==> src/hw/rtl/nlp_pkg.sv <==
// shared types and constants for the numeric literal parser
// no dependencies; imported by every module of the block
`default_nettype none

package nlp_pkg;

  localparam int unsigned EXP_WIDTH_DEF   = 16;
  localparam int unsigned QUEUE_DEPTH_DEF = 4;

  localparam int unsigned MANT_W    = 64;
  localparam int unsigned FRAC_W    = 8;
  localparam int unsigned EXP_OUT_W = 16;
  localparam int unsigned RADIX_W   = 2;

  localparam logic [RADIX_W-1:0] RX_BIN = 2'd0;
  localparam logic [RADIX_W-1:0] RX_OCT = 2'd1;
  localparam logic [RADIX_W-1:0] RX_DEC = 2'd2;
  localparam logic [RADIX_W-1:0] RX_HEX = 2'd3;

  // one classified character
  typedef struct packed {
    logic       last;
    logic       is_dig;
    logic [3:0] dig;
    logic       quote;
    logic       dot;
    logic       ch_x;
    logic       ch_b;
    logic       ch_p;
    logic       ch_e;
    logic       plus;
    logic       minus;
  } tok_t;

  // one parsed literal
  typedef struct packed {
    logic                 is_real;
    logic [RADIX_W-1:0]   radix;
    logic [MANT_W-1:0]    mantissa;
    logic [FRAC_W-1:0]    frac;
    logic [EXP_OUT_W-1:0] expo;
    logic                 exp_neg;
    logic                 exp_b2;
    logic                 ovf;
    logic                 err;
  } res_t;

endpackage

`default_nettype wire

==> src/hw/rtl/nlp_front.sv <==
// front end: takes characters and classifies them into tokens for the queue
// depends on nlp_pkg
`default_nettype none

module nlp_front (
  input  wire  logic        in_valid_i,
  output       logic        in_ready_o,
  input  wire  logic [7:0]  character_i,
  input  wire  logic        last_char_i,
  input  wire  logic        full_i,
  output       logic        push_o,
  output       nlp_pkg::tok_t tok_o
);
  import nlp_pkg::*;

  localparam logic [7:0] CH_0     = 8'h30;
  localparam logic [7:0] CH_9     = 8'h39;
  localparam logic [7:0] CH_LA    = 8'h61;
  localparam logic [7:0] CH_LF    = 8'h66;
  localparam logic [7:0] CH_UA    = 8'h41;
  localparam logic [7:0] CH_UF    = 8'h46;
  localparam logic [7:0] CH_QUOTE = 8'h27;
  localparam logic [7:0] CH_DOT   = 8'h2e;
  localparam logic [7:0] CH_PLUS  = 8'h2b;
  localparam logic [7:0] CH_MINUS = 8'h2d;
  localparam logic [7:0] CH_LX    = 8'h78;
  localparam logic [7:0] CH_UX    = 8'h58;
  localparam logic [7:0] CH_LB    = 8'h62;
  localparam logic [7:0] CH_UB    = 8'h42;
  localparam logic [7:0] CH_LP    = 8'h70;
  localparam logic [7:0] CH_UP    = 8'h50;
  localparam logic [7:0] CH_LE    = 8'h65;
  localparam logic [7:0] CH_UE    = 8'h45;
  localparam logic [7:0] OFS_LA   = 8'h57;
  localparam logic [7:0] OFS_UA   = 8'h37;

  logic       dec_dig, low_hex, up_hex;
  logic [7:0] diff;

  assign dec_dig = (character_i >= CH_0)  && (character_i <= CH_9);
  assign low_hex = (character_i >= CH_LA) && (character_i <= CH_LF);
  assign up_hex  = (character_i >= CH_UA) && (character_i <= CH_UF);

  always_comb begin
    if (low_hex) begin
      diff = character_i - OFS_LA;
    end else if (up_hex) begin
      diff = character_i - OFS_UA;
    end else begin
      diff = character_i - CH_0;
    end
  end

  always_comb begin
    tok_o.last   = last_char_i;
    tok_o.is_dig = dec_dig || low_hex || up_hex;
    tok_o.dig    = diff[3:0];
    tok_o.quote  = (character_i == CH_QUOTE);
    tok_o.dot    = (character_i == CH_DOT);
    tok_o.ch_x   = (character_i == CH_LX) || (character_i == CH_UX);
    tok_o.ch_b   = (character_i == CH_LB) || (character_i == CH_UB);
    tok_o.ch_p   = (character_i == CH_LP) || (character_i == CH_UP);
    tok_o.ch_e   = (character_i == CH_LE) || (character_i == CH_UE);
    tok_o.plus   = (character_i == CH_PLUS);
    tok_o.minus  = (character_i == CH_MINUS);
  end

  assign in_ready_o = !full_i;
  assign push_o     = in_valid_i && !full_i;

endmodule

`default_nettype wire

==> src/hw/rtl/nlp_fifo.sv <==
// short token queue between the front end and the back end
// depends on nlp_pkg
`default_nettype none

module nlp_fifo #(
  parameter int unsigned DEPTH = nlp_pkg::QUEUE_DEPTH_DEF
) (
  input  wire  logic          clk_i,
  input  wire  logic          rst_ni,
  input  wire  logic          push_i,
  input  wire  nlp_pkg::tok_t data_i,
  output       logic          full_o,
  input  wire  logic          pop_i,
  output       logic          valid_o,
  output       nlp_pkg::tok_t data_o
);
  import nlp_pkg::*;

  localparam int unsigned PW = (DEPTH > 1) ? $clog2(DEPTH) : 1;
  localparam int unsigned CW = $clog2(DEPTH + 1);
  localparam logic [PW-1:0] LAST_PTR = PW'(DEPTH - 1);
  localparam logic [CW-1:0] FULL_CNT = CW'(DEPTH);

  tok_t          mem_q [DEPTH];
  logic [PW-1:0] wr_q, rd_q;
  logic [CW-1:0] cnt_q, cnt_d;
  logic          do_push, do_pop;

  assign full_o  = (cnt_q == FULL_CNT);
  assign valid_o = (cnt_q != '0);
  assign data_o  = mem_q[rd_q];
  assign do_push = push_i && !full_o;
  assign do_pop  = pop_i && valid_o;

  always_comb begin
    cnt_d = cnt_q;
    if (do_push && !do_pop) begin
      cnt_d = cnt_q + CW'(1);
    end else if (do_pop && !do_push) begin
      cnt_d = cnt_q - CW'(1);
    end
  end

  always_ff @(posedge clk_i or negedge rst_ni) begin
    if (!rst_ni) begin
      wr_q  <= '0;
      rd_q  <= '0;
      cnt_q <= '0;
    end else begin
      cnt_q <= cnt_d;
      if (do_push) begin
        wr_q <= (wr_q == LAST_PTR) ? '0 : wr_q + PW'(1);
      end
      if (do_pop) begin
        rd_q <= (rd_q == LAST_PTR) ? '0 : rd_q + PW'(1);
      end
    end
  end

  always_ff @(posedge clk_i) begin
    if (do_push) begin
      mem_q[wr_q] <= data_i;
    end
  end

endmodule

`default_nettype wire

==> src/hw/rtl/nlp_back.sv <==
// back end: parser state, digit accumulators and result register
// depends on nlp_pkg
`default_nettype none

module nlp_back #(
  parameter int unsigned EXP_WIDTH = nlp_pkg::EXP_WIDTH_DEF
) (
  input  wire  logic          clk_i,
  input  wire  logic          rst_ni,
  input  wire  logic          tok_valid_i,
  input  wire  nlp_pkg::tok_t tok_i,
  output       logic          pop_o,
  output       logic          out_valid_o,
  input  wire  logic          out_ready_i,
  output       nlp_pkg::res_t res_o
);
  import nlp_pkg::*;

  localparam int unsigned EXP_W = (EXP_WIDTH >= EXP_OUT_W) ? EXP_OUT_W : EXP_WIDTH;
  localparam int unsigned EW4   = EXP_W + 4;
  localparam int unsigned WW    = MANT_W + 4;
  localparam logic [EXP_W-1:0] EXP_CAP = {EXP_W{1'b1}};

  localparam logic [2:0] PH_START = 3'd0;
  localparam logic [2:0] PH_ZERO  = 3'd1;
  localparam logic [2:0] PH_INT   = 3'd2;
  localparam logic [2:0] PH_FRAC  = 3'd3;
  localparam logic [2:0] PH_EXP10 = 3'd4;
  localparam logic [2:0] PH_EXP2  = 3'd5;

  logic [2:0]         ph_q, ph_d, ph_sig;
  logic [RADIX_W-1:0] rx_q, rx_d, rx_sig;
  logic [MANT_W-1:0]  val_q, val_d, alt_q, alt_d;
  logic               alt_ovf_q, alt_ovf_d, oct_bad_q, oct_bad_d;
  logic [FRAC_W-1:0]  frac_q, frac_d;
  logic [EXP_W-1:0]   exp_q, exp_d;
  logic               neg_q, neg_d, ovf_q, ovf_d, err_q, err_d;
  logic               run_sig, run_exp;
  logic [WW-1:0]      val_w, val_sum, alt_w, alt_sum;
  logic [4:0]         radix_num;
  logic [EW4-1:0]     exp_sum;
  logic               out_valid_q, take;
  res_t               res_q, res_d;

  // radix and phase in effect for a significand character
  always_comb begin
    case (ph_q)
      PH_START: begin
        rx_sig = RX_DEC;
        ph_sig = PH_INT;
      end
      PH_ZERO: begin
        rx_sig = RX_OCT;
        ph_sig = PH_INT;
      end
      default: begin
        rx_sig = rx_q;
        ph_sig = ph_q;
      end
    endcase
  end

  // accumulate steps, carry-out above 64 bits marks a wrap
  assign val_w = WW'(val_q);
  assign alt_w = WW'(alt_q);
  always_comb begin
    case (rx_sig)
      RX_BIN: begin
        val_sum   = (val_w << 1) + WW'(tok_i.dig);
        radix_num = 5'd2;
      end
      RX_OCT: begin
        val_sum   = (val_w << 3) + WW'(tok_i.dig);
        radix_num = 5'd8;
      end
      RX_DEC: begin
        val_sum   = (val_w << 3) + (val_w << 1) + WW'(tok_i.dig);
        radix_num = 5'd10;
      end
      default: begin
        val_sum   = (val_w << 4) + WW'(tok_i.dig);
        radix_num = 5'd16;
      end
    endcase
  end
  assign alt_sum = (alt_w << 3) + (alt_w << 1) + WW'(tok_i.dig);
  assign exp_sum = (EW4'(exp_q) << 3) + (EW4'(exp_q) << 1) + EW4'(tok_i.dig);

  always_comb begin
    ph_d      = ph_q;
    rx_d      = rx_q;
    val_d     = val_q;
    alt_d     = alt_q;
    alt_ovf_d = alt_ovf_q;
    oct_bad_d = oct_bad_q;
    frac_d    = frac_q;
    exp_d     = exp_q;
    neg_d     = neg_q;
    ovf_d     = ovf_q;
    err_d     = err_q;
    run_sig   = 1'b0;
    run_exp   = 1'b0;

    case (ph_q)
      PH_START: begin
        if (tok_i.is_dig && (tok_i.dig == 4'd0)) begin
          ph_d = PH_ZERO;
          rx_d = RX_OCT;
        end else begin
          ph_d    = PH_INT;
          rx_d    = RX_DEC;
          run_sig = 1'b1;
        end
      end
      PH_ZERO: begin
        ph_d = PH_INT;
        if (tok_i.ch_x) begin
          rx_d = RX_HEX;
        end else if (tok_i.ch_b) begin
          rx_d = RX_BIN;
        end else begin
          run_sig = 1'b1;
        end
      end
      PH_INT, PH_FRAC: begin
        run_sig = 1'b1;
      end
      default: begin
        run_exp = 1'b1;
      end
    endcase

    if (run_sig) begin
      if (tok_i.quote) begin
        ph_d = ph_sig;
      end else if (tok_i.dot) begin
        if (ph_sig == PH_INT) begin
          ph_d = PH_FRAC;
          if (rx_sig == RX_OCT) begin
            rx_d  = RX_DEC;
            val_d = alt_q;
            ovf_d = alt_ovf_q;
          end
        end else begin
          err_d = 1'b1;
        end
      end else if ((rx_sig == RX_HEX) && tok_i.ch_p) begin
        ph_d = PH_EXP2;
      end else if ((rx_sig != RX_HEX) && tok_i.ch_e) begin
        ph_d = PH_EXP10;
        if (rx_sig == RX_OCT) begin
          rx_d  = RX_DEC;
          val_d = alt_q;
          ovf_d = alt_ovf_q;
        end
      end else if (rx_sig == RX_OCT) begin
        if (!tok_i.is_dig || (tok_i.dig >= 4'd10)) begin
          err_d = 1'b1;
        end else begin
          val_d     = val_sum[MANT_W-1:0];
          ovf_d     = ovf_q || (val_sum[WW-1:MANT_W] != '0);
          alt_d     = alt_sum[MANT_W-1:0];
          alt_ovf_d = alt_ovf_q || (alt_sum[WW-1:MANT_W] != '0);
          if (tok_i.dig >= 4'd8) begin
            oct_bad_d = 1'b1;
          end
        end
      end else if (!tok_i.is_dig || (5'(tok_i.dig) >= radix_num)) begin
        err_d = 1'b1;
      end else begin
        val_d = val_sum[MANT_W-1:0];
        ovf_d = ovf_q || (val_sum[WW-1:MANT_W] != '0);
        if (ph_sig == PH_FRAC) begin
          if (frac_q == {FRAC_W{1'b1}}) begin
            ovf_d = 1'b1;
          end else begin
            frac_d = frac_q + FRAC_W'(1);
          end
        end
      end
    end

    if (run_exp) begin
      if (tok_i.quote || tok_i.plus) begin
        neg_d = neg_q;
      end else if (tok_i.minus) begin
        neg_d = !neg_q;
      end else if (!tok_i.is_dig || (tok_i.dig >= 4'd10)) begin
        err_d = 1'b1;
      end else if (exp_sum > EW4'(EXP_CAP)) begin
        exp_d = EXP_CAP;
        ovf_d = 1'b1;
      end else begin
        exp_d = exp_sum[EXP_W-1:0];
      end
    end
  end

  always_comb begin
    res_d.is_real  = (ph_d == PH_FRAC) || (ph_d == PH_EXP10) || (ph_d == PH_EXP2);
    res_d.radix    = rx_d;
    res_d.mantissa = val_d;
    res_d.frac     = frac_d;
    res_d.expo     = EXP_OUT_W'(exp_d);
    res_d.exp_neg  = neg_d;
    res_d.exp_b2   = (ph_d == PH_EXP2);
    res_d.ovf      = ovf_d;
    res_d.err      = err_d || ((rx_d == RX_OCT) && oct_bad_d);
  end

  // a last character waits only while the result register is held
  assign pop_o = tok_valid_i && (!tok_i.last || !out_valid_q || out_ready_i);
  assign take  = pop_o && tok_i.last;

  always_ff @(posedge clk_i or negedge rst_ni) begin
    if (!rst_ni) begin
      ph_q        <= PH_START;
      rx_q        <= RX_DEC;
      val_q       <= '0;
      alt_q       <= '0;
      alt_ovf_q   <= 1'b0;
      oct_bad_q   <= 1'b0;
      frac_q      <= '0;
      exp_q       <= '0;
      neg_q       <= 1'b0;
      ovf_q       <= 1'b0;
      err_q       <= 1'b0;
      out_valid_q <= 1'b0;
    end else begin
      if (pop_o) begin
        if (tok_i.last) begin
          ph_q      <= PH_START;
          rx_q      <= RX_DEC;
          val_q     <= '0;
          alt_q     <= '0;
          alt_ovf_q <= 1'b0;
          oct_bad_q <= 1'b0;
          frac_q    <= '0;
          exp_q     <= '0;
          neg_q     <= 1'b0;
          ovf_q     <= 1'b0;
          err_q     <= 1'b0;
        end else begin
          ph_q      <= ph_d;
          rx_q      <= rx_d;
          val_q     <= val_d;
          alt_q     <= alt_d;
          alt_ovf_q <= alt_ovf_d;
          oct_bad_q <= oct_bad_d;
          frac_q    <= frac_d;
          exp_q     <= exp_d;
          neg_q     <= neg_d;
          ovf_q     <= ovf_d;
          err_q     <= err_d;
        end
      end
      if (take) begin
        out_valid_q <= 1'b1;
      end else if (out_ready_i) begin
        out_valid_q <= 1'b0;
      end
    end
  end

  always_ff @(posedge clk_i) begin
    if (take) begin
      res_q <= res_d;
    end
  end

  assign out_valid_o = out_valid_q;
  assign res_o       = res_q;

endmodule

`default_nettype wire

==> src/hw/rtl/numeric_literal_parser.sv <==
// Numeric literal parser top level: one character per request in, one
// parsed literal out when the marked last character has been processed.
// Sustained rate is one character per clock while the queue is not full and
// no last character waits on a held result; the back end's multiply-by-radix
// accumulate is combinational. A taken character is written into the queue
// and processed by the back end once it reaches the queue head, and the
// result register is loaded when the last character is processed.
// The front end classifies characters into a QUEUE_DEPTH-entry queue; a
// result waiting in the output register stalls only the next last character,
// and input stops only once the queue is full.
// Depends on nlp_pkg, nlp_front, nlp_fifo and nlp_back.
`default_nettype none

module numeric_literal_parser #(
  parameter int unsigned EXP_WIDTH   = nlp_pkg::EXP_WIDTH_DEF,
  parameter int unsigned QUEUE_DEPTH = nlp_pkg::QUEUE_DEPTH_DEF
) (
  input  wire  logic        clk_i,
  input  wire  logic        rst_ni,
  input  wire  logic        in_valid_i,
  output       logic        in_ready_o,
  input  wire  logic [7:0]  character_i,
  input  wire  logic        last_char_i,
  output       logic        out_valid_o,
  input  wire  logic        out_ready_i,
  output       logic        is_real_o,
  output       logic [1:0]  radix_code_o,
  output       logic [63:0] mantissa_o,
  output       logic [7:0]  fraction_digits_o,
  output       logic [15:0] exponent_value_o,
  output       logic        exponent_negative_o,
  output       logic        exponent_base_two_o,
  output       logic        overflow_o,
  output       logic        error_o
);
  import nlp_pkg::*;

  tok_t tok_in, tok_out;
  logic push, full, tok_valid, pop;
  res_t res;

  nlp_front u_front (
    .in_valid_i  (in_valid_i),
    .in_ready_o  (in_ready_o),
    .character_i (character_i),
    .last_char_i (last_char_i),
    .full_i      (full),
    .push_o      (push),
    .tok_o       (tok_in)
  );

  nlp_fifo #(
    .DEPTH (QUEUE_DEPTH)
  ) u_fifo (
    .clk_i   (clk_i),
    .rst_ni  (rst_ni),
    .push_i  (push),
    .data_i  (tok_in),
    .full_o  (full),
    .pop_i   (pop),
    .valid_o (tok_valid),
    .data_o  (tok_out)
  );

  nlp_back #(
    .EXP_WIDTH (EXP_WIDTH)
  ) u_back (
    .clk_i       (clk_i),
    .rst_ni      (rst_ni),
    .tok_valid_i (tok_valid),
    .tok_i       (tok_out),
    .pop_o       (pop),
    .out_valid_o (out_valid_o),
    .out_ready_i (out_ready_i),
    .res_o       (res)
  );

  assign is_real_o           = res.is_real;
  assign radix_code_o        = res.radix;
  assign mantissa_o          = res.mantissa;
  assign fraction_digits_o   = res.frac;
  assign exponent_value_o    = res.expo;
  assign exponent_negative_o = res.exp_neg;
  assign exponent_base_two_o = res.exp_b2;
  assign overflow_o          = res.ovf;
  assign error_o             = res.err;

endmodule

`default_nettype wire

==> config.mk <==
export PLATFORM = sky130hd
export DESIGN_NAME = numeric_literal_parser
export DESIGN_NICKNAME = d
export VERILOG_FILES = /design/src/hw/rtl/nlp_pkg.sv /design/src/hw/rtl/nlp_front.sv /design/src/hw/rtl/nlp_fifo.sv /design/src/hw/rtl/nlp_back.sv /design/src/hw/rtl/numeric_literal_parser.sv
export SDC_FILE = /design/constraint.sdc
export NUM_CORES = 1
export LEC_CHECK = 0
export CAP_MARGIN = 30
export CORE_ASPECT_RATIO = 1.2
export CORE_MARGIN = 2
export CORE_UTILIZATION = 37
export DETAILED_ROUTE_END_ITERATION = 8
export DONT_BUFFER_PORTS = 1
export SLEW_MARGIN = 20
export SYNTH_ARGS = -nofsm -noshare
export SYNTH_HDL_FRONTEND = slang
export SYNTH_SLANG_ARGS = --single-unit
==> constraint.sdc <==
create_clock -name clk_i -period 5.5 [get_ports clk_i]
set_clock_uncertainty 0.1 [all_clocks]
set_input_delay 0.55 -clock clk_i [delete_from_list [all_inputs] [get_ports clk_i]]
set_output_delay 0.55 -clock clk_i [all_outputs]
set_load 0.02 [all_outputs]
==> impl_metrics.tcl, run 1 <==
set metrics [dict create \
    status "finished, final reports clean" \
    finalHoldViolCount 0 \
    hp-class "in -> reg" \
    final_cell_area_mm2 0.0327 \
    io_buffer_count 0 \
    synth-edff-count 151 \
    clock_sinks 321 \
    layout_min_cycle_time_ns 5.34 \
    holdWs_ns 0.0332 \
    antenna_found_initial 2 \
    mostFrequentLayoutCells "nand2_1 (402), o21ai_0 (313), ha_1 (303)" \
    ys_warn_count 0 \
    yosysTopAreaCellShare_pct 15.2 \
    dp_hpwl_mm 92.0 \
    arrival_ns 5.60 \
    clkTransAtPathRegs_ns 0.06 \
    ioPinCount 110 \
    via_per_inst 6.40 \
    r2r_start "u_fifo.rd_q[0]" \
    drt-total-wl_mm 124 \
    nets 3836 \
    yosys.area.top_type "edfxtp_1" \
    final_common_cell "nand2_1" \
    cp-startpoint "u_fifo.rd_q[0]" \
    power.density_mw_per_mm2 522 \
    via_count 29341 \
    core_area_mm2 0.0803 \
    irDropWorstVdd_v 0.000371 \
    syn-cell-area_mm2 0.0299 \
    synth_flop_cell "dfrtp_1" \
    worst_pin_slew_ns 1.03 \
    drc 0 \
    hold_depth 2 \
    wl_per_cell_um 26.9 \
    crit_path_end "u_back.res_o[1]" \
    final_layout_size_suffix_gt1_share_pct 7.68 \
    rows 114 \
    setup_viol 0 \
    htree_levels 2 \
    yosysSeqAreaShare_pct 29.4 \
    cts_buffers 41 \
    die_h_um 315 \
    grt_pass1_wl_mm 183 \
    worstSetupPathType "reg -> reg" \
    drt.antenna.violating_nets 0 \
    finalWorstSetupSlack_ns 0.155 \
    r2r_slack_ns 0.16 \
    max_cap_viol_count 0 \
    syn_inst 3562 \
    min_period_over_period_pct 97.2 \
    grt_overflow 0 \
    grt_pass1_vias 28345 \
    rr_endpoint "u_back.res_o[1]" \
    grt_max_degree 171 \
    dpl_cell_area_mm2 0.0313 \
    crit_path_start_kind "register" \
    reg2reg_depth 14 \
    synthArstFlopShare_pct 53.0 \
    insertion_delay_ns 0.63 \
    initial_utilization_pct 37.2 \
    worstSetupEndpointType "register" \
    routabilityCongestion 1.02 \
    yosysUniqueCellTypes 95 \
    area_growth_pct 9.44 \
    cts-root-buf "clkbuf_16" \
    die_x_um 263 \
    dieArea_mm2 0.0831 \
    track_usage_pct 29.0 \
    report.final.slew_viol_count 0 \
    syn_avg_cell_area_um2 8.39 \
    ys_ff_latch 321 \
    max_clock_freq_mhz 187 \
    ys_top_cells_by_area "edfxtp_1 (15%), dfrtp_1 (14%), ha_1 (13%)" \
    dr.pass1.iters 6 \
    dp_slack_ns -0.0693 \
    cts_buffer_depth 3 \
    leakagePower_nw 13.7 \
    drt_iter0_drc 3071 \
    cp_max_fo 9 \
    cts_tree "yes" \
    synth_nets 3889 \
    cp.required_ns 5.76 \
    slew-limit-headroom_pct 31.1 \
]
## Yosys cell counts (11+ instances only)
library cell and instances:
a211oi_1 28, a21boi_0 17, a21o_1 70, a21oi_1 291, a221oi_1 31, a22o_1 52, a31oi_1 41, and2_1 26
and3_1 32, and4_1 11, buf_1 14, buf_6 11, clkbuf_1 193, dfrtp_1 169, edfxtp_1 151, ha_1 306
inv_1 87, mux2i_1 32, mux4_2 12, nand2_1 403, nand2b_1 29, nand3_1 104, nand4_1 66, nor2_1 271
nor2b_1 18, nor3_1 68, nor4_1 18, o2111ai_1 11, o211ai_1 26, o21a_1 26, o21ai_0 314, o21bai_1 29
o221ai_1 48, o22ai_1 41, o31ai_1 30, or2_2 11, or3_1 16, or4_1 12, xnor2_1 163, xor2_1 81
## cell families after synthesis
group | Yosys count | share of synthesized area [%]
buffers and inverters | 317 | 4.33
adders and majority gates | 314 | 13.3
xor gates and xnor gates | 244 | 7.15
muxes | 54 | 2.35
DFF | 321 | 29.4
AOI/OAI and AO/OA | 1195 | 26.0
and+or+nand+nor | 1117 | 17.4
## routing by layer
layer  routed length, µm  up-vias  track usage [%]
li1                    -    13244                -
met1               48700    14195             36.2
met2               56200     1499             47.0
met3               11000      403             5.97
met4                7680        0             16.3
met5                   0        -                0
## power breakdown
part           leakage, nW  internal (mW)  switching (mW)
logic                 9.27           2.79            6.97
registers             3.79           3.45            1.07
clock network        0.650           1.56            1.23
total                 13.7           7.80            9.28
## sequential cells by signal, summed over array words and instances (netlist names), 3 cells and up
name	flops
u_back.frac_q	8
u_back.exp_q	16
u_back.ph_q	3
u_back.val_q	64
u_back.alt_q	64
u_fifo.mem_q	56
u_back.res_o	95
u_fifo.cnt_q	3
## per-stage QoR
| stage | std cells | util, % | setup TNS (ns) | power [mW] |
|---|---|---|---|---|
| after floorplan | 3562 | - | 0 | 10.1 |
| after global placement | 4504 | 38.9 | 0 | 13.9 |
| after detailed placement | 4504 | 38.9 | -0.0693 | 13.9 |
| after CTS | 4583 | 40.7 | 0 | 16.8 |
| after global routing | 4586 | 40.7 | -0.0119 | 17.7 |
| final | 4587 | 40.7 | 0 | 17.1 |
## worst min path at each step
| stage | startpoint | to | slack [ns] |
|---|---|---|---|
| floorplan | rst_ni | u_back.alt_ovf_q | 0.15 |
| CTS | out_ready_i | u_back.out_valid_o | 0.02 |
| global route | out_ready_i | u_back.out_valid_o | 0.03 |
| global placement | rst_ni | u_back.exp_q[15] | 0.16 |
| detailed placement | rst_ni | u_back.exp_q[15] | 0.16 |
| finish | out_ready_i | u_back.out_valid_o | 0.03 |
## critical path, cell delays in order, from the launching register on
cell and delay [ns]:
dfrtp_1 0.42, mux4_2 0.62, fa_1 0.57, fa_1 0.25, a21oi_1 0.11, o211a_1 0.27
or2_2 0.34, o32ai_2 0.46, o21ai_2 0.16, a211oi_4 0.61, a21o_2 0.24, a41oi_1 0.15
o21ai_0 0.24, nor4bb_2 0.46, nor2b_1 0.08
## timing repair
action | 4_1_cts | 5_1_grt
hold endpoints to repair | 174 | 0
buffers inserted | 0 | 0
setup endpoints to repair | 2 | 3
gates cloned | 0 | 0
resized for setup | 1 | 2
hold buffers | 3 | 0
## final cells by class
cell class	count	area [µm²]
Inverter	89	337
Antenna cell	1	2.50
Multi-Input combinational cell	2924	19900
Sequential cell	321	8790
Timing Repair Buffer	132	1050
Fill cell	8115	47600
Tap cell	1044	1310
Clock inverter	30	312
Clock buffer	46	1050
(Power assumes the default switching activity.)
==> run 2, diff against run 1 <==
ABC_AREA = 1   (was unset)
RECOVER_POWER = 50   (was unset)
SKIP_LAST_GASP = 1   (was unset)
==> impl_metrics.tcl, run 2 <==
set metrics [dict create \
    synth_nets 5270 \
    cts_setup_buffers 0 \
    rsz0062_at_grt "false" \
    dp_hpwl_mm 112 \
    wl_per_cell_um 23.9 \
    hold_end "u_fifo.mem_q[2][7]" \
    report.final.slew_viol_count 49 \
    antenna_found_initial 1 \
    grt_max_degree 171 \
    final_layout_size_suffix_gt1_share_pct 6.73 \
    cpPeakStageDelay_ns 0.51 \
    largest_register_ffs 95 \
    top_layer "met4" \
    synthArstFlopShare_pct 53.0 \
    drt-total-wl_mm 145 \
    grt_pass1_wl_mm 215 \
    cp.required_ns 5.74 \
    cts-root-buf "clkbuf_16" \
    grt_overflow 0 \
    finalHoldViolCount 0 \
    syn_avg_cell_area_um2 6.71 \
    r2r_slack_ns 0.41 \
    worstSetupPathType "reg -> reg" \
    htree_levels 2 \
    yosys.area.top_type "nand2_1" \
    via_count 35120 \
    crit_path_start_kind "register" \
    synth_compound_area_share_pct 21.0 \
    ioPinCount 110 \
    track_usage_pct 30.8 \
    cp_max_fo 19 \
    max_clock_freq_mhz 196 \
    synthTopCellsByCount "nand2_1 (1255), inv_1 (580), nor2_1 (437), a21oi_1 (406), o21ai_0 (361)" \
    ys_top_cells_by_area "nand2_1 (14%), edfxtp_1 (14%), dfrtp_1 (13%)" \
    syn_inst 4943 \
    synth_flop_cell "dfrtp_1" \
    synth-simple-area-share_pct 28.4 \
    via_per_inst 5.78 \
    worstHoldStart "character_i[3]" \
    syn-cell-area_mm2 0.0332 \
    met3_length_mm 11.5 \
    crit_family "simple AND/OR/NAND/NOR gates" \
    ys_ff_latch 321 \
    yosys.area_share.xor_xnor_pct 2.32 \
    synth-edff-count 151 \
    setup_viol 0 \
    crit_buf_inv 2 \
    ys_warn_count 0 \
    min_period_over_period_pct 92.5 \
    irDropWorstVdd_v 0.000750 \
    final_common_cell "nand2_1" \
    yosysUniqueCellTypes 81 \
    r2r_start "u_fifo.rd_q[1]" \
    rr_endpoint "u_back.res_o[69]" \
    yosysSeqAreaShare_pct 26.5 \
    cts_buffers 40 \
    power.density_mw_per_mm2 562 \
    tns_ns 0 \
    synth.most_common_cell "nand2_1" \
    cp_slowest_cell "fa_1" \
    die_x_um 277 \
    slew-limit-headroom_pct -127 \
    crit_top_cell "nand2_1" \
    drc 0 \
    violations "capacitance limit, slew limit" \
    holdWs_ns 0.0700 \
    insertion_delay_ns 0.62 \
    core_area_mm2 0.0890 \
    area_growth_pct 8.04 \
    status "finished with violations" \
    wl_met1_mm 57.3 \
    layout_min_cycle_time_ns 5.09 \
    yosysTopAreaCellShare_pct 14.2 \
    finalPower_mw 20.2 \
    diodes 0 \
    initial_utilization_pct 37.3 \
    worst_pin_slew_ns 3.41 \
    routabilityCongestion 1.02 \
    hold_depth 1 \
    clock_sinks 321 \
    cts_tree "yes" \
    arrival_ns 5.33 \
    nets 5210 \
    yosys.area_share.adder_pct 12.0 \
    path_cells "inv_2 > nand3_1 > nand2_1 > inv_1 > fa_1 > ha_1 > nand3_1 > nand3_1 > nand2_1 > nand2_1 > nand2_1 > nand2_1 > nand2_1 > nand2_1 > a21oi_1 > or2_2 > nand3_1 > nand4_1 > o211ai_1 > o211ai_1 > nand2_1 > nand2_1" \
    drt_iter0_drc 3812 \
    synthMuxAreaShare_pct 0.0339 \
    io_buffer_count 0 \
    drt.antenna.violating_nets 0 \
    leakagePower_nw 16.7 \
    hp-class "in -> reg" \
    grt_pass1_vias 34187 \
    worstSetupEndpointType "register" \
    rows 120 \
    max_cap_viol_count 1 \
    dr.pass1.iters 5 \
    fin_cells 6074 \
    mostFrequentLayoutCells "nand2_1 (1254), inv_1 (577), nor2_1 (434)" \
    cts_buffer_depth 3 \
    dp.cells 5994 \
    die_h_um 332 \
    reg2reg_depth 22 \
    clkTransAtPathRegs_ns 0.07 \
    dieArea_mm2 0.0921 \
    dr_wl_met2_mm 66.8 \
    synth_top_family_by_area "simple AND/OR/NAND/NOR gates" \
]
-- run 2: report_power, final --
| part | internal (mW) | switching [mW] |
|---|---|---|
| logic | 3.32 | 9.28 |
| registers | 3.53 | 1.20 |
| clock network | 1.63 | 1.21 |
-- run 2: worst max path at each step --
| stage | startpoint | end | slack (ns) | depth (start not counted) |
|---|---|---|---|---|
| floorplan | u_fifo.rd_q[0] | u_back.alt_q[28] | 1.50 | 13 |
| global placement | u_fifo.rd_q[1] | u_back.res_o[85] | 0.38 | 22 |
| detailed placement | u_fifo.rd_q[1] | u_back.res_o[85] | 0.36 | 22 |
| CTS | u_fifo.rd_q[1] | u_back.res_o[85] | 0.34 | 22 |
| global route | u_fifo.rd_q[1] | u_back.val_q[57] | 0.04 | 25 |
| finish | u_fifo.rd_q[1] | u_back.res_o[69] | 0.41 | 22 |
-- run 2: repair_timing --
item | CTS | global route
gates resized for setup | 0 | 2
endpoints found under the setup margin | 0 | 11
endpoints found under the hold margin | 175 | 0
hold buffers | 4 | 0
-- run 2: logic make-up after synthesis --
kind of cell,after synthesis
multiplexers,1
flip-flops,321
adder cells (fa/ha/maj),314
XOR/XNOR,88
AND/OR/NAND/NOR,2214
buffers and inverters,810
AO/OA/AOI/OAI,1195
-- run 2: layer usage --
layer / up-vias / GRT usage, %
met4: 0 / 17.4
met2: 1651 / 50.7
met5: - / 0
met3: 445 / 5.13
li1: 16631 / -
met1: 16393 / 38.0
-- run 2: area by class of cell --
type | count | area [µm²]
multi-input cells | 3812 | 21200
repair buffers | 82 | 644
clock inverters | 28 | 349
flip-flops and latches | 321 | 8790
inverters | 626 | 2350
fillers | 9537 | 53200
clock buffers | 46 | 1040
well taps | 1159 | 1450
-- run 2: through the flow --
| step | setup slack [ns] | instance area, µm² | util (%) |
|---|---|---|---|
| 2_1_floorplan | 1.50 | 33200 | - |
| 3_3_place_gp | 0.383 | 34400 | 38.6 |
| 3_5_place_dp | 0.360 | 34400 | 38.6 |
| 4_1_cts | 0.341 | 35800 | 40.2 |
| 5_1_grt | 0.0421 | 35800 | 40.3 |
| 6_report | 0.411 | 35800 | 40.3 |
